## src/hdl/i2c_master_byte_engine_macros.svh

```systemverilog
// ----------------------------------------------------------------------------
// I2C master byte engine assertion macros
// Concurrent property wrappers, compiled out when SYNTH is defined.
// ----------------------------------------------------------------------------
`ifndef I2C_MASTER_BYTE_ENGINE_MACROS_SVH
`define I2C_MASTER_BYTE_ENGINE_MACROS_SVH

`ifndef SYNTH
`define I2CM_ASSERT_SAME(label, clk, rstn, ante, cons) \
    label: assert property (@(posedge clk) disable iff (!(rstn)) (ante) |-> (cons)) \
        else $error("i2cm assertion failed");
`define I2CM_ASSERT_NEXT(label, clk, rstn, ante, cons) \
    label: assert property (@(posedge clk) disable iff (!(rstn)) (ante) |=> (cons)) \
        else $error("i2cm assertion failed");
`else
`define I2CM_ASSERT_SAME(label, clk, rstn, ante, cons)
`define I2CM_ASSERT_NEXT(label, clk, rstn, ante, cons)
`endif

`endif

```

## src/hdl/i2cm_pkg.sv

```systemverilog
// ----------------------------------------------------------------------------
// I2C master byte engine package
// Shared types, command codes and sequencer phase encoding.
// ----------------------------------------------------------------------------
package i2cm_pkg;

    localparam logic [2:0] MODE_TICK  = 3'd0;
    localparam logic [2:0] MODE_START = 3'd1;
    localparam logic [2:0] MODE_STOP  = 3'd2;
    localparam logic [2:0] MODE_WRITE = 3'd3;
    localparam logic [2:0] MODE_READ  = 3'd4;

    localparam logic       CFG_ACK_TIMEOUT = 1'b0;
    localparam logic       CFG_PHASE_TICKS = 1'b1;

    localparam logic [7:0] ACK_TIMEOUT_RST = 8'd200;
    localparam logic [7:0] PHASE_TICKS_RST = 8'd4;

    typedef enum logic [21:0] {
        PH_IDLE    = 22'd1 << 0,
        PH_ST_A    = 22'd1 << 1,
        PH_ST_B    = 22'd1 << 2,
        PH_ST_C    = 22'd1 << 3,
        PH_SP_A    = 22'd1 << 4,
        PH_SP_B    = 22'd1 << 5,
        PH_SP_C    = 22'd1 << 6,
        PH_WR_LEAD = 22'd1 << 7,
        PH_WR_DATA = 22'd1 << 8,
        PH_WR_HIGH = 22'd1 << 9,
        PH_WR_LOW  = 22'd1 << 10,
        PH_WA_LOW  = 22'd1 << 11,
        PH_WA_HIGH = 22'd1 << 12,
        PH_WA_WAIT = 22'd1 << 13,
        PH_WA_DONE = 22'd1 << 14,
        PH_RD_LOW  = 22'd1 << 15,
        PH_RD_HIGH = 22'd1 << 16,
        PH_RD_TAIL = 22'd1 << 17,
        PH_AK_LOW  = 22'd1 << 18,
        PH_AK_SET  = 22'd1 << 19,
        PH_AK_HIGH = 22'd1 << 20,
        PH_AK_TAIL = 22'd1 << 21
    } phase_t;

    typedef struct packed {
        logic [7:0] ticks;
        logic [7:0] limit;
    } cfg_t;

    typedef struct packed {
        logic [7:0] read_data;
        logic       timed_out;
        logic       ack_ok;
        logic       done_res;
        logic       busy_res;
        logic       sda_drive;
        logic       sda_level;
        logic       scl_level;
    } res_t;

endpackage

```

## src/hdl/i2cm_cfg.sv

```systemverilog
// ----------------------------------------------------------------------------
// I2C master configuration registers
// Holds acknowledge timeout and phase length; zero values act as one.
// ----------------------------------------------------------------------------
module i2cm_cfg (
    input  logic          aclk,
    input  logic          aresetn,
    input  logic          cfg_valid,
    output logic          cfg_ready,
    input  logic          cfg_index,
    input  logic [7:0]    cfg_data,
    output i2cm_pkg::cfg_t cfg
);

    logic [7:0] ack_timeout_reg;
    logic [7:0] phase_ticks_reg;

    assign cfg_ready = 1'b1;

    always_ff @(posedge aclk) begin
        if (!aresetn) begin
            ack_timeout_reg <= i2cm_pkg::ACK_TIMEOUT_RST;
            phase_ticks_reg <= i2cm_pkg::PHASE_TICKS_RST;
        end else if (cfg_valid) begin
            unique case (cfg_index)
                i2cm_pkg::CFG_ACK_TIMEOUT: ack_timeout_reg <= cfg_data;
                i2cm_pkg::CFG_PHASE_TICKS: phase_ticks_reg <= cfg_data;
                default: ;
            endcase
        end
    end

    assign cfg.ticks = (phase_ticks_reg == 8'd0) ? 8'd1 : phase_ticks_reg;
    assign cfg.limit = (ack_timeout_reg == 8'd0) ? 8'd1 : ack_timeout_reg;

endmodule

```

## src/hdl/i2cm_seq.sv

```systemverilog
// ----------------------------------------------------------------------------
// I2C master pin sequencer
// Phase state machine; advances one step per accepted item and produces
// the pin and status values for that item.
// ----------------------------------------------------------------------------
`include "i2c_master_byte_engine_macros.svh"

module i2cm_seq (
    input  logic           aclk,
    input  logic           aresetn,
    input  logic           accept,
    input  logic [2:0]     mode,
    input  logic [7:0]     write_data,
    input  logic           ack_level,
    input  logic           sda_sample,
    input  i2cm_pkg::cfg_t cfg,
    output i2cm_pkg::res_t res_next
);

    i2cm_pkg::phase_t phase_reg, phase_next, target;
    logic [2:0] cmd_reg, cmd_next;
    logic [3:0] bit_cnt_reg, bit_cnt_next;
    logic [7:0] shift_reg, shift_next;
    logic [7:0] ack_wait_reg, ack_wait_next;
    logic [7:0] tick_cnt_reg, tick_cnt_next;
    logic       ack_hold_reg, ack_hold_next;
    logic       scl_reg, scl_next;
    logic       sda_reg, sda_next;
    logic       drv_reg, drv_next;
    logic       ack_ok_reg, ack_ok_next;
    logic       timed_out_reg, timed_out_next;
    logic [7:0] rx_reg, rx_next;
    logic       done_next;
    logic       enter;
    logic       fin;
    logic [7:0] ack_wait_inc;

    always_comb begin
        phase_next     = phase_reg;
        cmd_next       = cmd_reg;
        bit_cnt_next   = bit_cnt_reg;
        shift_next     = shift_reg;
        ack_wait_next  = ack_wait_reg;
        tick_cnt_next  = tick_cnt_reg;
        ack_hold_next  = ack_hold_reg;
        scl_next       = scl_reg;
        sda_next       = sda_reg;
        drv_next       = drv_reg;
        ack_ok_next    = ack_ok_reg;
        timed_out_next = timed_out_reg;
        rx_next        = rx_reg;
        done_next      = 1'b0;
        enter          = 1'b0;
        fin            = 1'b0;
        target         = i2cm_pkg::PH_IDLE;
        ack_wait_inc   = ack_wait_reg + 8'd1;

        if (phase_reg == i2cm_pkg::PH_IDLE) begin
            unique case (mode)
                i2cm_pkg::MODE_START: begin
                    cmd_next = mode; bit_cnt_next = 4'd0;
                    enter = 1'b1; target = i2cm_pkg::PH_ST_A;
                end
                i2cm_pkg::MODE_STOP: begin
                    cmd_next = mode; bit_cnt_next = 4'd0;
                    enter = 1'b1; target = i2cm_pkg::PH_SP_A;
                end
                i2cm_pkg::MODE_WRITE: begin
                    cmd_next = mode; bit_cnt_next = 4'd0;
                    shift_next = write_data;
                    ack_ok_next = 1'b0; timed_out_next = 1'b0;
                    enter = 1'b1; target = i2cm_pkg::PH_WR_LEAD;
                end
                i2cm_pkg::MODE_READ: begin
                    cmd_next = mode; bit_cnt_next = 4'd0;
                    shift_next = 8'd0;
                    ack_hold_next = ack_level;
                    enter = 1'b1; target = i2cm_pkg::PH_RD_LOW;
                end
                default: ;
            endcase
        end else if (phase_reg == i2cm_pkg::PH_WA_WAIT) begin
            if (!sda_sample) begin
                enter = 1'b1; target = i2cm_pkg::PH_WA_DONE;
            end else begin
                ack_wait_next = ack_wait_inc;
                if (ack_wait_inc >= cfg.limit) begin
                    enter = 1'b1; target = i2cm_pkg::PH_SP_A;
                end
            end
        end else if (tick_cnt_reg < cfg.ticks) begin
            tick_cnt_next = tick_cnt_reg + 8'd1;
        end else begin
            unique case (phase_reg)
                i2cm_pkg::PH_ST_A:    begin enter = 1'b1; target = i2cm_pkg::PH_ST_B; end
                i2cm_pkg::PH_ST_B:    begin enter = 1'b1; target = i2cm_pkg::PH_ST_C; end
                i2cm_pkg::PH_SP_A:    begin enter = 1'b1; target = i2cm_pkg::PH_SP_B; end
                i2cm_pkg::PH_SP_B:    begin enter = 1'b1; target = i2cm_pkg::PH_SP_C; end
                i2cm_pkg::PH_WR_LEAD: begin enter = 1'b1; target = i2cm_pkg::PH_WR_DATA; end
                i2cm_pkg::PH_WR_DATA: begin enter = 1'b1; target = i2cm_pkg::PH_WR_HIGH; end
                i2cm_pkg::PH_WR_HIGH: begin enter = 1'b1; target = i2cm_pkg::PH_WR_LOW; end
                i2cm_pkg::PH_WR_LOW: begin
                    shift_next   = {shift_reg[6:0], 1'b0};
                    bit_cnt_next = bit_cnt_reg + 4'd1;
                    enter  = 1'b1;
                    target = bit_cnt_next[3] ? i2cm_pkg::PH_WA_LOW : i2cm_pkg::PH_WR_DATA;
                end
                i2cm_pkg::PH_WA_LOW:  begin enter = 1'b1; target = i2cm_pkg::PH_WA_HIGH; end
                i2cm_pkg::PH_WA_HIGH: begin enter = 1'b1; target = i2cm_pkg::PH_WA_WAIT; end
                i2cm_pkg::PH_RD_LOW:  begin enter = 1'b1; target = i2cm_pkg::PH_RD_HIGH; end
                i2cm_pkg::PH_RD_HIGH: begin
                    shift_next   = {shift_reg[6:0], sda_sample};
                    bit_cnt_next = bit_cnt_reg + 4'd1;
                    enter  = 1'b1;
                    target = bit_cnt_next[3] ? i2cm_pkg::PH_RD_TAIL : i2cm_pkg::PH_RD_LOW;
                end
                i2cm_pkg::PH_RD_TAIL: begin enter = 1'b1; target = i2cm_pkg::PH_AK_LOW; end
                i2cm_pkg::PH_AK_LOW:  begin enter = 1'b1; target = i2cm_pkg::PH_AK_SET; end
                i2cm_pkg::PH_AK_SET:  begin enter = 1'b1; target = i2cm_pkg::PH_AK_HIGH; end
                i2cm_pkg::PH_AK_HIGH: begin enter = 1'b1; target = i2cm_pkg::PH_AK_TAIL; end
                default: fin = 1'b1;
            endcase
        end

        if (fin) begin
            if (cmd_reg == i2cm_pkg::MODE_WRITE) begin
                ack_ok_next    = (phase_reg == i2cm_pkg::PH_WA_DONE);
                timed_out_next = (phase_reg != i2cm_pkg::PH_WA_DONE);
            end else if (cmd_reg == i2cm_pkg::MODE_READ) begin
                rx_next = shift_reg;
            end
            phase_next    = i2cm_pkg::PH_IDLE;
            tick_cnt_next = 8'd0;
            done_next     = 1'b1;
        end

        if (enter) begin
            phase_next    = target;
            tick_cnt_next = 8'd1;
            unique case (target)
                i2cm_pkg::PH_ST_A:    begin drv_next = 1'b1; sda_next = 1'b1; scl_next = 1'b1; end
                i2cm_pkg::PH_ST_B:    sda_next = 1'b0;
                i2cm_pkg::PH_ST_C:    scl_next = 1'b0;
                i2cm_pkg::PH_SP_A:    begin drv_next = 1'b1; sda_next = 1'b0; end
                i2cm_pkg::PH_SP_B:    scl_next = 1'b1;
                i2cm_pkg::PH_SP_C:    sda_next = 1'b1;
                i2cm_pkg::PH_WR_LEAD: begin drv_next = 1'b1; scl_next = 1'b0; end
                i2cm_pkg::PH_WR_DATA: sda_next = shift_next[7];
                i2cm_pkg::PH_WR_HIGH: scl_next = 1'b1;
                i2cm_pkg::PH_WR_LOW:  scl_next = 1'b0;
                i2cm_pkg::PH_WA_LOW:  begin drv_next = 1'b0; sda_next = 1'b1; scl_next = 1'b0; end
                i2cm_pkg::PH_WA_HIGH: scl_next = 1'b1;
                i2cm_pkg::PH_WA_WAIT: ack_wait_next = 8'd0;
                i2cm_pkg::PH_WA_DONE: scl_next = 1'b0;
                i2cm_pkg::PH_RD_LOW:  begin drv_next = 1'b0; sda_next = 1'b1; scl_next = 1'b0; end
                i2cm_pkg::PH_RD_HIGH: scl_next = 1'b1;
                i2cm_pkg::PH_RD_TAIL: scl_next = 1'b0;
                i2cm_pkg::PH_AK_LOW:  begin drv_next = 1'b1; scl_next = 1'b0; end
                i2cm_pkg::PH_AK_SET:  sda_next = ack_hold_next;
                i2cm_pkg::PH_AK_HIGH: scl_next = 1'b1;
                i2cm_pkg::PH_AK_TAIL: scl_next = 1'b0;
                default: ;
            endcase
        end
    end

    always_ff @(posedge aclk) begin
        if (!aresetn) begin
            phase_reg     <= i2cm_pkg::PH_IDLE;
            cmd_reg       <= 3'd0;
            bit_cnt_reg   <= 4'd0;
            shift_reg     <= 8'd0;
            ack_wait_reg  <= 8'd0;
            tick_cnt_reg  <= 8'd0;
            ack_hold_reg  <= 1'b0;
            scl_reg       <= 1'b1;
            sda_reg       <= 1'b1;
            drv_reg       <= 1'b1;
            ack_ok_reg    <= 1'b0;
            timed_out_reg <= 1'b0;
            rx_reg        <= 8'd0;
        end else if (accept) begin
            phase_reg     <= phase_next;
            cmd_reg       <= cmd_next;
            bit_cnt_reg   <= bit_cnt_next;
            shift_reg     <= shift_next;
            ack_wait_reg  <= ack_wait_next;
            tick_cnt_reg  <= tick_cnt_next;
            ack_hold_reg  <= ack_hold_next;
            scl_reg       <= scl_next;
            sda_reg       <= sda_next;
            drv_reg       <= drv_next;
            ack_ok_reg    <= ack_ok_next;
            timed_out_reg <= timed_out_next;
            rx_reg        <= rx_next;
        end
    end

    assign res_next.scl_level = scl_next;
    assign res_next.sda_level = drv_next ? sda_next : 1'b1;
    assign res_next.sda_drive = drv_next;
    assign res_next.busy_res  = (phase_next != i2cm_pkg::PH_IDLE);
    assign res_next.done_res  = done_next;
    assign res_next.ack_ok    = ack_ok_next;
    assign res_next.timed_out = timed_out_next;
    assign res_next.read_data = rx_next;

    `I2CM_ASSERT_SAME(a_read_released, aclk, aresetn, phase_reg == i2cm_pkg::PH_RD_HIGH, !drv_reg)
    `I2CM_ASSERT_SAME(a_bit_cnt_range, aclk, aresetn, bit_cnt_reg[3], bit_cnt_reg[2:0] == 3'd0)
    `I2CM_ASSERT_NEXT(a_write_lead, aclk, aresetn, accept && phase_reg == i2cm_pkg::PH_IDLE && mode == i2cm_pkg::MODE_WRITE, phase_reg == i2cm_pkg::PH_WR_LEAD)

endmodule

```

## src/hdl/i2cm_out.sv

```systemverilog
// ----------------------------------------------------------------------------
// I2C master result register
// Holds one result transaction and packs it onto the master stream.
// ----------------------------------------------------------------------------
module i2cm_out (
    input  logic           aclk,
    input  logic           aresetn,
    input  logic           s_tvalid,
    output logic           s_tready,
    output logic           accept,
    input  i2cm_pkg::res_t res_next,
    output logic           m_tvalid,
    input  logic           m_tready,
    output logic [15:0]    m_tdata
);

    logic           m_tvalid_reg;
    i2cm_pkg::res_t res_reg;

    assign s_tready = !m_tvalid_reg || m_tready;
    assign accept   = s_tvalid && s_tready;

    always_ff @(posedge aclk) begin
        if (!aresetn) begin
            m_tvalid_reg <= 1'b0;
        end else if (s_tready) begin
            m_tvalid_reg <= s_tvalid;
        end
    end

    always_ff @(posedge aclk) begin
        if (accept) begin
            res_reg <= res_next;
        end
    end

    assign m_tvalid = m_tvalid_reg;
    assign m_tdata  = {1'b0, res_reg};

endmodule

```

## src/hdl/i2c_master_byte_engine.sv

```systemverilog
// A result transaction is registered and appears in the cycle after its item is accepted.
// Throughput: one item per cycle while the result register can take it; the phase sequencer steps once per item.
// Input is accepted while the result register is empty or being drained.
// Reset (aresetn low, synchronous): idle phase, SCL high, SDA driven high,
// flags and read data cleared, ack_timeout 200, phase_ticks 4.
// ----------------------------------------------------------------------------
// I2C master byte engine
// Start, stop, byte write and byte read sequencing of SCL and SDA pins.
// ----------------------------------------------------------------------------
module i2c_master_byte_engine (
    input  logic        aclk,
    input  logic        aresetn,
    input  logic        s_tvalid,
    output logic        s_tready,
    input  logic [15:0] s_tdata,   // write_data[7:0], ack_level[8], sda_sample[9], zero
    input  logic [2:0]  s_tuser,   // mode[2:0]
    output logic        m_tvalid,
    input  logic        m_tready,
    output logic [15:0] m_tdata,   // scl_level, sda_level, sda_drive, busy_res, done_res,
                                   // ack_ok, timed_out, read_data[14:7], zero
    input  logic        cfg_valid,
    output logic        cfg_ready,
    input  logic        cfg_index,
    input  logic [7:0]  cfg_data
);

    i2cm_pkg::cfg_t cfg;
    i2cm_pkg::res_t res_next;
    logic           accept;

    i2cm_cfg u_cfg (
        .aclk      (aclk),
        .aresetn   (aresetn),
        .cfg_valid (cfg_valid),
        .cfg_ready (cfg_ready),
        .cfg_index (cfg_index),
        .cfg_data  (cfg_data),
        .cfg       (cfg)
    );

    i2cm_seq u_seq (
        .aclk       (aclk),
        .aresetn    (aresetn),
        .accept     (accept),
        .mode       (s_tuser),
        .write_data (s_tdata[7:0]),
        .ack_level  (s_tdata[8]),
        .sda_sample (s_tdata[9]),
        .cfg        (cfg),
        .res_next   (res_next)
    );

    i2cm_out u_out (
        .aclk     (aclk),
        .aresetn  (aresetn),
        .s_tvalid (s_tvalid),
        .s_tready (s_tready),
        .accept   (accept),
        .res_next (res_next),
        .m_tvalid (m_tvalid),
        .m_tready (m_tready),
        .m_tdata  (m_tdata)
    );

endmodule
```

## config.mk

```make
export PLATFORM = sky130hd
export DESIGN_NAME = i2c_master_byte_engine
export DESIGN_NICKNAME = d
export VERILOG_FILES = /design/src/hdl/i2cm_pkg.sv /design/src/hdl/i2cm_cfg.sv /design/src/hdl/i2cm_seq.sv /design/src/hdl/i2cm_out.sv /design/src/hdl/i2c_master_byte_engine.sv
export VERILOG_INCLUDE_DIRS = /design/src /design/src/hdl
export SDC_FILE = /design/constraint.sdc
export NUM_CORES = 1
export LEC_CHECK = 0
export BUFFER_PORTS_ARGS = -buffer_cell sky130_fd_sc_hd__buf_2
export CAP_MARGIN = 0
export CORE_UTILIZATION = 44
export CTS_BUF_LIST = sky130_fd_sc_hd__clkbuf_4 sky130_fd_sc_hd__clkbuf_8 sky130_fd_sc_hd__clkbuf_16
export CTS_CLUSTER_DIAMETER = 50
export DETAILED_ROUTE_END_ITERATION = 8
export GPL_ROUTABILITY_DRIVEN = 0
export GPL_TIMING_DRIVEN = 0
export RECOVER_POWER = 50
export REMOVE_ABC_BUFFERS = 1
export SLEW_MARGIN = 15
export SYNTH_ARGS = -nofsm -noshare
export SYNTH_HDL_FRONTEND = slang
export SYNTH_SLANG_ARGS = --single-unit
```

## constraint.sdc

```tcl
create_clock -name aclk -period 2.6 [get_ports aclk]
set_input_delay 0.39 -clock aclk [delete_from_list [all_inputs] [get_ports aclk]]
set_output_delay 0.39 -clock aclk [all_outputs]
set_load 0.03 [all_outputs]
```

== Word-level counts from Yosys, hierarchy flattened ==
Cells that the tools add are included.

* Output and inout port bits: 19
* RAM bits: 0
* Memories kept: 0
* Memory bits (read-only): 0
* Flip-flop bits (word level): 99
* Bits in latches: 0

* Equal/unequal tests: 54
* Divide/modulo/power cells: 0
* Magnitude comparators: 2
* Multipliers: 0
* Bitwise gates (word level): 1
* Reductions and logical operators: 23
* Mux-type cells: 64
* Shift operators: 0
* $add $sub $neg: 3

{| class="wikitable"
|+ Operator list
! kind !! count
|-
| 22-bit one-hot mux with 16 select lines || 1
|-
| 8-bit 2-to-1 mux || 18
|-
| 22-bit 2-to-1 mux || 6
|-
| 16-bit one-hot mux with 4 select lines || 1
|-
| 22-bit by 10-bit equality test with 1-bit output (second input constant) || 2
|-
| 22-bit by 11-bit equality test with 1-bit output (second input constant) || 2
|-
| 22-bit by 12-bit equality test with 1-bit output (second input constant) || 2
|-
| 22-bit by 13-bit equality test with 1-bit output (second input constant) || 2
|-
| 22-bit by 14-bit equality test with 1-bit output (second input constant) || 2
|-
| 22-bit by 15-bit equality test with 1-bit output (second input constant) || 2
|-
| 22-bit by 16-bit equality test with 1-bit output (second input constant) || 2
|-
| 22-bit by 17-bit equality test with 1-bit output (second input constant) || 2
|-
| 22-bit by 18-bit equality test with 1-bit output (second input constant) || 2
|-
| 22-bit by 19-bit equality test with 1-bit output (second input constant) || 2
|-
| 22-bit by 2-bit equality test with 1-bit output (second input constant) || 2
|-
| 22-bit by 20-bit equality test with 1-bit output (second input constant) || 2
|-
| 22-bit by 21-bit equality test with 1-bit output (second input constant) || 2
|-
| 22-bit by 3-bit equality test with 1-bit output (second input constant) || 2
|-
| 22-bit by 5-bit equality test with 1-bit output (second input constant) || 2
|-
| 22-bit by 6-bit equality test with 1-bit output (second input constant) || 2
|-
| 22-bit by 8-bit equality test with 1-bit output (second input constant) || 2
|-
| 22-bit by 9-bit equality test with 1-bit output (second input constant) || 2
|-
| 8-bit one-hot mux with 2 select lines || 2
|-
| 1-bit 2-to-1 mux || 25
|-
| 39 further kinds || 58
|}

== Depth between registers and ports, before layout ==
Gate-level depths: netlist of run 1.

* Depth in word-level cells: 11
* Gate-level depth with buffers: 12
* Depth with buffers taken out: 11

== Modules after synthesis ==
Synthesis of run 1 repeated with hierarchy kept, for this count alone.

* Cell total of the unflattened synthesis: 694
* Area total of the unflattened synthesis: 5910.7 um^2

{| class="wikitable"
|+ Modules (own cells, without submodules)
! module !! area an instance (um^2) !! cells each !! times used !! sequential area each (um^2)
|-
| i2cm_seq || 4682.0 || 578 || 1 || 1341.3
|-
| i2cm_cfg || 709.4 || 94 || 1 || 320.3
|-
| i2cm_out || 519.2 || 22 || 1 || 470.5
|}

== Worst setup path after synthesis of run 1 ==
Ideal clock, no wire load.

* Path type: register -> register
* Start: register u_seq.ack_wait_reg[0]
* End: register u_seq.drv_reg
* Stages on the path, launching flop included: 12
* Setup slack: -222 ps
* Arrival time: 2695 ps
* Cell sequence: dfxtp_1 ha_1 and3_1 xor2_1 ha_1 a21o_1 a2111oi_0 o21a_1 nor3_1 a211oi_1 o21ai_0 or3b_1

* Longest elaborated chain between the ends: 10
* Elaborated cells on any way between the ends: 20

{| class="wikitable"
|+ RTL lines
! item !! RTL line !! RTL
|-
| from (decl) || i2cm_seq.sv:24 || <nowiki>logic [7:0] ack_wait_reg, ack_wait_next;</nowiki>
|-
| from (signal assigned) || i2cm_seq.sv:187 || <nowiki>ack_wait_reg <= ack_wait_next;</nowiki>
|-
| 8-bit by 1-bit adder with 8-bit output * || i2cm_seq.sv:56 || <nowiki>ack_wait_inc = ack_wait_reg + 8'd1;</nowiki>
|-
| 8-bit >= comparator * || i2cm_seq.sv:87 || <nowiki>if (ack_wait_inc >= cfg.limit) begin</nowiki>
|-
| 5-bit 2-to-1 mux || i2cm_seq.sv:87 ||
|-
| 22-bit 2-to-1 mux || i2cm_seq.sv:83 || <nowiki>if (!sda_sample) begin</nowiki>
|-
| 22-bit 2-to-1 mux || i2cm_seq.sv:82 || <nowiki>end else if (phase_reg == i2cm_pkg::PH_WA_WAIT) begin</nowiki>
|-
| 22-bit 2-to-1 mux || i2cm_seq.sv:58 || <nowiki>if (phase_reg == i2cm_pkg::PH_IDLE) begin</nowiki>
|-
| 22-bit by 2-bit equality test with 1-bit output, or another cell as far along || i2cm_seq.sv:140 || <nowiki>unique case (target)</nowiki>
|-
| 4-bit OR reduction (no source line) or 2-bit OR reduction (tied branches) || - ||
|-
| 1-bit one-hot mux with 2 select lines || i2cm_seq.sv:140 ||
|-
| 1-bit 2-to-1 mux * || i2cm_seq.sv:137 || <nowiki>if (enter) begin</nowiki>
|-
| to (signal assigned) || i2cm_seq.sv:192 || <nowiki>drv_reg <= drv_next;</nowiki>
|-
| to (decl) || i2cm_seq.sv:29 || <nowiki>logic drv_reg, drv_next;</nowiki>
|}

Every way passes the cells marked *; elsewhere a longest branch is shown, timed or not.
A chain may end at the register's enable or synchronous reset.

== Worst setup path in the final report of run 1 ==
* Start: register u_seq.ack_wait_reg[1]
* End: register u_seq.drv_reg

The elaborated chain is that of the path after synthesis.

==> results.toml, run 1 <==
[run_status]
status = "complete, but fails checks"
violations = "negative setup slack"

[critical_path]
cpMaxStageDelayCell = "dfxtp_4"
start_kind = "register"
path_class = "reg2reg"
max_stage_delay_ps = 360
cp_top_family = "compound AO/OA/AOI/OAI gates"
cp_max_fo = 3
crit_chain = "ha_4 -> and3_4 -> xor2_2 -> ha_1 -> a21o_1 -> a2111oi_4 -> o21a_2 -> nor3_4 -> a211oi_2 -> o21ai_1 -> or3b_1"
critPathRequiredTime_ps = 2850
cp_num_buf_inv = 0
endpoint_kind = "register"
arrival_ps = 3060

[global_routing]
grt_pass1_wl_um = 26500
first_global_vias = 5177
grtUsageTotal_pct = 23.5
grt_max_degree = 40
overflow = 0
antenna_found_initial = 0

[floorplanning]
die_y_um = 120
io_pins = 52
core_um2 = 13300
floorplan.initialDensity_pct = 45.5
dieWidth_um = 120
rows = 42
design.die.area_um2 = 14300

[clock_tree]
max-clock-path-buffers = 2
cts.clk_slew.worst_paths_ps = 80
cts_root_buffer = "clkbuf_16"
clkLatencyLatePin_ps = 360
cts_hold_buf = 0
cts_tree = "done"
clock-sinks = 99
cts-htree-levels = 3
numCtsBuffers = 9

[timing]
rsz0062_at_grt = "true"
tightest_slew_ps = 1090
worst_slack_ps = -210
finalCriticalPeriod_ps = 2810
max_freq_ghz = 0.356
finalSetupViolCount = 22
maxSlewViolCount = 0
fin_crit_sh_pct = 108
timing.final.hold_violations = 0
clock-skew-final_ps = 12.1
slew_headroom_pct = 27.0

[cells_and_area]
insertedDiodeCount = 0
area_delta_synth_final_pct = 20.3
largest_reg_flops = 22
stdcell_count = 925
nets = 795
layout_common_cells = "nand2_1, dfxtp_1, nor2_1"
layout_commonest_cell = "nand2_1"
layout-drive-gt1-share_pct = 31.5

[detailed_routing]
antenna_left = 0
routedWlPerCell_um = 18.1
first_pass_iters = 5
route.detailed.drc = 0
vias_per_cell = 5.96
routed-via-count = 5512
drt-initial-drc-count = 495
wl_um = 16800

[synthesis]
yosysWarnings = 0
yosysSeqAreaShare_pct = 35.1
syn-cell-area_um2 = 6080
synth_ff_type = "dfxtp_1"
synth.avg_cell_area_um2 = 8.81
async_flop_share_pct = 0
synth_cells = 690
synthDistinctLibCells = 85
synth_enable_flop_cells = 15
synth-seq-cells = 99

[placed_design]
place_ws_ps = -878
dp_cells = 869
dp_hpwl_um = 11100
io_buffers = 43

[flow_run]
drv_cap = 0

[pwr]
p_leak_nw = 2.71
power_density_nw_per_um2 = 490
max-vdd-ir-drop_mv = 0.331

[min_path]
hold_class = "in2reg"
## final timing paths
| check | startpoint | to | slack, ps | cells after the start |
|---|---|---|---|---|
| hold / removal | s_tvalid | u_out.m_tvalid | 280 | 3 |
| setup / recovery | u_seq.ack_wait_reg[1] | u_seq.drv_reg | -210 | 11 |
| setup reg to reg | u_seq.ack_wait_reg[1] | u_seq.drv_reg | -210 | 11 |
| hold reg to reg | u_cfg.ack_timeout_reg[1] | u_cfg.ack_timeout_reg[1] | 460 | 2 |
## metrics by stage
step | power, mW | util (%) | TNS (ps) | hold WS (ps) | instance area [um^2]
finish | 3.58 | 54.8 | -3160 | 275 | 7310
floorplan | 2.03 | - | -6300 | 436 | 5810
global placement | 2.19 | 46.8 | -55480 | 449 | 6240
global route | 3.71 | 54.8 | -6030 | 292 | 7310
CTS | 3.55 | 52.9 | -1630 | 273 | 7070
detailed placement | 2.20 | 47.0 | -42440 | 449 | 6270
## synthesized netlist by cell type, types with 10 or more instances
| library cell | n | area share [%] |
|---|---|---|
| xor2_1 | 15 | 2.2 |
| o21ai_1 | 28 | 2.3 |
| nor2_1 | 48 | 3.0 |
| buf_6 | 10 | 1.9 |
| dfxtp_1 | 84 | 28 |
| mux2i_1 | 14 | 2.3 |
| nor4_1 | 11 | 1.1 |
| nor3_1 | 12 | 0.99 |
| nand4_1 | 16 | 1.6 |
| nand2_1 | 59 | 3.6 |
| inv_1 | 29 | 1.8 |
| a21oi_1 | 46 | 3.8 |
| clkbuf_1 | 15 | 0.93 |
| nand3_1 | 46 | 3.8 |
| ha_1 | 18 | 3.7 |
| nor2_2 | 10 | 1.0 |
| edfxtp_1 | 15 | 7.4 |
| o21ai_0 | 19 | 1.6 |
## what timing repair did
action,CTS,global route
setup endpoints to repair,81,62
hold endpoints to repair,0,0
gates resized for setup,50,66
gates cloned,2,0
setup buffers,33,5
pin swaps,42,19
## metal layers
layer	wire length, um	track usage, %	vias up	share of wire (%)
met3	1090	4.94	45	6.5
met2	7830	38.2	214	47
met1	7440	30.7	2605	44
li1	-	-	2648	-
met5	0	0	-	0
met4	408	8.05	0	2.4
## tightest hold or removal path: stages
cell	delay (ps)
buf_2	100
inv_1	40
a21oi_1	50
## layout make-up
| class | count | area [um^2] |
|---|---|---|
| inverter | 31 | 119 |
| multi-input combinational | 521 | 3990 |
| clock inverter | 7 | 51.3 |
| clock buffer | 9 | 225 |
| timing repair buffer | 82 | 529 |
| fill | 1260 | 6040 |
| tap | 176 | 220 |
| sequential | 99 | 2180 |
## power breakdown
group / internal [mW] / switching, mW / leakage [nW]
logic: 0.228 / 0.439 / 1.74
registers: 1.60 / 0.0435 / 0.841
clock network: 0.654 / 0.617 / 0.129
total: 2.48 / 1.10 / 2.71
## cell families (layout without fill, tap and decap cells)
kind of cell / after synthesis / count (layout) / share of synthesized area [%]
other: 2 / 2 / 0.124
AO/OA/AOI/OAI: 165 / 166 / 18.2
buffers and inverters: 72 / 129 / 6.32
adder cells (fa/ha/maj): 18 / 18 / 3.71
multiplexers: 22 / 22 / 4.28
flip-flops: 99 / 99 / 35.1
AND/OR/NAND/NOR: 290 / 291 / 29.1
XOR/XNOR: 22 / 22 / 3.17
Power figures use the tool's default switching activity.
==> run 2, diff against run 1 <==
Settings changed: MAX_ROUTING_LAYER from default to met4, SKIP_LAST_GASP from default to 1.
==> run 2 against run 1 <==
Effect of this change:
- the run still ends with negative setup slack left
- combinational power increased by 4.0%
- core utilization grew 1.2 points
- critical endpoint unchanged
- flip-flop and latch count unchanged
==> results.toml, run 2 (synthesized netlist as in run 1, its figures left out) <==
[cells_and_area]
layout.area.seq_um2 = 2180
nets = 801
insertedDiodeCount = 0
fillCellCount = 1234
stdcell_area_um2 = 7480
layout-drive-gt1-share_pct = 34.7
layout_commonest_cell = "nand2_1"
multi_input_comb_area_um2 = 4110
largest_reg_flops = 22
area_delta_synth_final_pct = 23.0
layout_common_cells = "nand2_1, dfxtp_1, nor2_1"

[timing]
maxSlewViolCount = 0
clock-skew-final_ps = 13.0
fin_crit_sh_pct = 107
finalCriticalPeriod_ps = 2790
max_freq_ghz = 0.358
finalSetupViolCount = 33
rsz0062_at_grt = "true"
timing.final.hold_violations = 0
tightest_slew_ps = 1050
fin_setup_tns_ps = -3110
slew_headroom_pct = 29.3
worst_slack_ps = -192

[run_status]
violations = "negative setup slack"
status = "complete, but fails checks"

[flow_run]
drv_cap = 0

[critical_path]
arrival_ps = 3040
cp_num_buf_inv = 0
rr_worst_depth = 11
r2r-end = "u_seq.drv_reg"
endpoint_kind = "register"
critPathRequiredTime_ps = 2850
path_class = "reg2reg"
r2r-start = "u_seq.ack_wait_reg[1]"
ff2ff_setup_slack_ps = -190
cp_max_fo = 3
cp_top_family = "compound AO/OA/AOI/OAI gates"
start_kind = "register"
cpMaxStageDelayCell = "dfxtp_4"
max_stage_delay_ps = 360
crit_chain = "ha_4 -> and3_4 -> xor2_2 -> ha_1 -> a21o_1 -> a2111oi_4 -> o21a_2 -> nor3_4 -> a211oi_2 -> o21ai_1 -> or3b_1"

[floorplanning]
rows = 42
design.die.area_um2 = 14300
dieWidth_um = 120
core_um2 = 13300
die_y_um = 120
floorplan.initialDensity_pct = 45.5
io_pins = 52

[pwr]
max-vdd-ir-drop_mv = 0.329
pwr-share-seq_pct = 45.6
p_clk_share_pct = 35.1
p_leak_nw = 2.76
finalPower_mw = 3.60
sw_frac_of_total_pct = 30.9
power_density_nw_per_um2 = 482
p_switching_mw = 1.11
cell_internal_pwr_mw = 2.49
combPwrFrac_pct = 19.3

[global_routing]
grtUsageTotal_pct = 24.1
overflow = 0
first_global_vias = 5165
grt_pass1_wl_um = 26500
grt_max_degree = 40
antenna_found_initial = 0

[clock_tree]
cts.clk_slew.worst_paths_ps = 70
max-clock-path-buffers = 2
cts_tree = "done"
cts_root_buffer = "clkbuf_16"
numCtsBuffers = 9
clkLatencyLatePin_ps = 360
clock-sinks = 99
cts-htree-levels = 3

[detailed_routing]
route.detailed.drc = 0
met3WireLength_um = 1010
met1_length_um = 7420
routedWlPerCell_um = 18.2
routed-via-count = 5524
first_pass_iters = 5
vias_per_cell = 5.93
wl_um = 16900
met2WireLength_um = 8120
antenna_left = 0
topRoutingLayerUsed = "met4"
drt-initial-drc-count = 466

[placed_design]
dp_hpwl_um = 11100
post_dp_cell_area_um2 = 6270
io_buffers = 43

[min_path]
hold_depth = 3
hold_end = "u_out.m_tvalid"
hold_class = "in2reg"
holdCritStartpoint = "s_tvalid"
[run 2: metrics by stage]
stage                     hold WS (ps)  cells  setup WS [ps]  utilization (%)
after floorplan                    436    649           -293                -
after global placement             449    868           -897             46.8
after detailed placement           449    869           -878             47.0
after CTS                          273    920           -118             52.9
after global routing               291    931           -286             56.0
final                              278    931           -192             56.0
[run 2: repair_timing]
item / 4_1_cts / 5_1_grt
endpoints found under the setup margin: 81 / 63
setup buffers: 33 / 11
gates resized for setup: 50 / 92
gates cloned: 2 / 1
hold buffers: 0 / 0
pin swaps: 42 / 37
[run 2: how the worst max path moves through the flow]
stage | endpoint | from | cells after the start | slack (ps)
6_report | u_seq.drv_reg | u_seq.ack_wait_reg[1] | 11 | -190
5_1_grt | u_seq.drv_reg | u_seq.ack_wait_reg[1] | 11 | -290
4_1_cts | u_seq.drv_reg | u_seq.ack_wait_reg[1] | 11 | -120
3_5_place_dp | u_out.m_tdata[5] | u_seq.phase_reg[12] | 7 | -880
3_3_place_gp | u_seq.phase_reg[3] | u_cfg.phase_ticks_reg[1] | 8 | -900
2_1_floorplan | u_out.m_tdata[10] | u_cfg.phase_ticks_reg[1] | 9 | -290
[run 2: final cells by class]
| cell class | instances | share of cell area, % |
|---|---|---|
| clock buffers | 9 | 3.01 |
| clock inverters | 7 | 0.686 |
| inverters | 31 | 1.62 |
| multi-input cells | 522 | 54.9 |
| flip-flops and latches | 99 | 29.1 |
| well taps | 176 | 2.95 |
| repair buffers | 87 | 7.68 |
[run 2: layer usage]
metal	track usage (%)	vias up
met1	30.7	2637
met2	38.2	193
li1	-	2664
met3	4.94	30
met4	8.05	0
met5	-	-
[run 2: power by group through the flow]
| stage | Sequential (mW) | Clock [mW] | Combinational [mW] |
|---|---|---|---|
| after floorplan | 1.69 | 0 | 0.335 |
| after global placement | 1.67 | 0 | 0.515 |
| after detailed placement | 1.67 | 0 | 0.527 |
| after CTS | 1.64 | 1.29 | 0.619 |
| after global routing | 1.65 | 1.35 | 0.743 |
| final | 1.64 | 1.26 | 0.694 |
[run 2: worst register-to-register path, stage by stage, from the launching register on]
cell and delay, ps:
dfxtp_4 360, ha_4 160, and3_4 190, xor2_2 140, ha_1 290, a21o_1 200
a2111oi_4 310, o21a_2 250, nor3_4 70, a211oi_2 270, o21ai_1 100, or3b_1 350
==> run 3, diff against run 2 <==
Settings changed: SYNTH_HIERARCHICAL from default to 1.
==> run 3 against run 2 <==
Effect of this change:
- the flow still finishes with violations (negative setup slack)
- clock power increased by 14%
- combinational power increased by 5.3%
- flip-flop and latch count unchanged
- total power increased by 5.7%
- sequential share of layout area increased by 0.52 points
- final cell count decreased by 0.54%
- design area decreased by 0.62%
- maximum frequency increased by 1.4%
- first-iteration DRC count increased by 2.1%
- critical path depth decreased by 1
- clock skew about the same
- worst setup slack improved by 40 ps
- largest cell class unchanged
- highest routed layer unchanged
==> results.toml, run 3 <==
[detailed_routing]
vias_per_cell = 5.91
route.detailed.drc = 0
routed-via-count = 5477
antenna_left = 0
routedWlPerCell_um = 18.4
first_pass_iters = 5
wl_um = 17000
drt-initial-drc-count = 476

[pwr]
p_switching_mw = 1.08
pwr-share-seq_pct = 42.9
p_clk_share_pct = 37.9
power_density_nw_per_um2 = 513
sw_frac_of_total_pct = 28.4
max-vdd-ir-drop_mv = 0.399
combPwrFrac_pct = 19.2
p_leak_nw = 3.03
cell_internal_pwr_mw = 2.72

[clock_tree]
max-clock-path-buffers = 2
clock-sinks = 99
clkLatencyLatePin_ps = 360
cts.clk_slew.worst_paths_ps = 80
cts-htree-levels = 3
numCtsBuffers = 9
cts_root_buffer = "clkbuf_16"
cts_tree = "done"
cts_hold_buf = 0

[timing]
fin_setup_tns_ps = -1810
clock-skew-final_ps = 12.9
finalCriticalPeriod_ps = 2750
max_freq_ghz = 0.363
timing.final.hold_violations = 0
fin_crit_sh_pct = 106
rsz0062_at_grt = "true"
worst_slack_ps = -153
slew_headroom_pct = 20.9
finalSetupViolCount = 35
maxSlewViolCount = 0
tightest_slew_ps = 1160

[global_routing]
first_global_vias = 5286
grtUsageTotal_pct = 24.7
grt_pass1_wl_um = 26700
grt_max_degree = 46
antenna_found_initial = 0
overflow = 0

[critical_path]
start_kind = "register"
cpMaxStageDelayCell = "or4b_4"
endpoint_kind = "register"
crit_chain = "ha_4 -> xor2_1 -> ha_1 -> a211o_1 -> a31oi_1 -> o311a_4 -> a22oi_2 -> and2_4 -> or4b_4 -> a21oi_1"
ff2ff_setup_slack_ps = -150
path_class = "reg2reg"
r2r-start = "u_seq/ack_wait_reg[0]"
cp_max_fo = 6
crit_start = "u_seq/ack_wait_reg[0]"
arrival_ps = 3030
r2r-end = "u_seq/tick_cnt_reg[3]"
rr_worst_depth = 10
crit_path_end = "u_seq/tick_cnt_reg[3]"
max_stage_delay_ps = 480
critPathRequiredTime_ps = 2880

[placed_design]
dp_cells = 852
post_dp_cell_area_um2 = 6080
dp_hpwl_um = 10700
io_buffers = 43

[synthesis]
synth_enable_flop_cells = 15
yosysWarnings = 6
synth-seq-cells = 99
syn-cell-area_um2 = 5910
synth.avg_cell_area_um2 = 8.52
netlist_top_cells_count = "dfxtp_1, nand2_1, nor2_1"
synthDistinctLibCells = 79
synth_most_common_cell = "dfxtp_1"
synth_top_area_share_pct = 28.5
synth_cells = 694
yosysTopAreaCell = "dfxtp_1"
synth_ff_type = "dfxtp_1"
yosysSeqAreaShare_pct = 36.1
synthTopCellsByArea = "dfxtp_1, edfxtp_1, nand2_1"
async_flop_share_pct = 0

[floorplanning]
die_y_um = 118
rows = 41
core_um2 = 12900
dieWidth_um = 118
floorplan.initialDensity_pct = 45.9
design.die.area_um2 = 13900
io_pins = 52

[cells_and_area]
area_delta_synth_final_pct = 25.7
layout_commonest_cell = "nand2_1"
layout_common_cells = "nand2_1, nor2_1, dfxtp_1"
nets = 800
stdcell_area_um2 = 7430
insertedDiodeCount = 0
largest_reg_flops = 22
stdcell_count = 926
layout-drive-gt1-share_pct = 31.7

[flow_run]
drv_cap = 0

[min_path]
hold_depth = 3
hold_class = "in2reg"
holdCritStartpoint = "cfg_data[3]"

[run_status]
status = "complete, but fails checks"
violations = "negative setup slack"
-- run 3: how the worst min path moves through the flow --
| stage | slack, ps | to |
|---|---|---|
| 6_report | 270 | u_cfg/ack_timeout_reg[3] |
| 5_1_grt | 280 | u_cfg/ack_timeout_reg[3] |
| 4_1_cts | 260 | u_cfg/ack_timeout_reg[3] |
| 3_5_place_dp | 460 | u_seq/rx_reg[3] |
| 3_3_place_gp | 440 | u_seq/rx_reg[2] |
| 2_1_floorplan | 430 | u_seq/rx_reg[0] |
-- run 3: kinds of logic (layout without fill, tap and decap cells) --
group	after synthesis	after routing	share of synthesized area, %
muxes	29	29	5.10
and+or+nand+nor	308	309	28.8
DFF	99	99	36.1
buffers and inverters	87	146	6.48
other	2	2	0.127
xor gates and xnor gates	25	25	3.70
AOI/OAI and AO/OA	126	126	15.9
adders and majority gates	18	18	3.81
-- run 3: layout make-up --
class,instances,area [um^2]
fillers,1114,5450
multi-input cells,509,3840
flip-flops and latches,99,2200
repair buffers,101,742
clock buffers,12,265
well taps,172,215
inverters,29,113
clock inverters,4,55.1
-- run 3: what timing repair did --
| item | CTS | global route |
|---|---|---|
| buffers inserted | 39 | 18 |
| gates resized for setup | 91 | 41 |
| pin swaps | 51 | 29 |
| endpoints found under the setup margin | 80 | 71 |
| cloned | 0 | 1 |
-- run 3: critical path, delay by kind of cell (launching register included) --
kind                     cells  cell delay [ps]
AO/OA/AOI/OAI                5              950
flip-flops                   1              360
AND/OR/NAND/NOR              2              740
XOR/XNOR                     1              150
adder cells (fa/ha/maj)      2              470
-- run 3: stage by stage --
step | hold slack, ps | power (mW) | utilization [%] | setup slack (ps)
finish | 269 | 3.81 | 57.7 | -153
CTS | 261 | 3.78 | 55.2 | -116
global placement | 439 | 2.19 | 47.1 | -1610
floorplan | 432 | 2.03 | - | -582
global route | 279 | 3.96 | 57.7 | -247
detailed placement | 456 | 2.20 | 47.3 | -953
-- run 3: per-layer routing --
layer / GRT usage, % / vias to the layer above / routed length [um]
met4: 10.3 / 0 / 510
met3: 5.23 / 41 / 1120
met1: 30.2 / 2632 / 7280
met5: - / - / 0
met2: 39.4 / 212 / 8100
li1: - / 2592 / -
-- run 3: power groups by stage --
stage	registers, mW	logic [mW]	clock network, mW
after floorplan	1.70	0.334	0
after global placement	1.68	0.513	0
after detailed placement	1.68	0.525	0
after CTS	1.64	0.661	1.48
after global routing	1.64	0.784	1.54
final	1.63	0.731	1.44
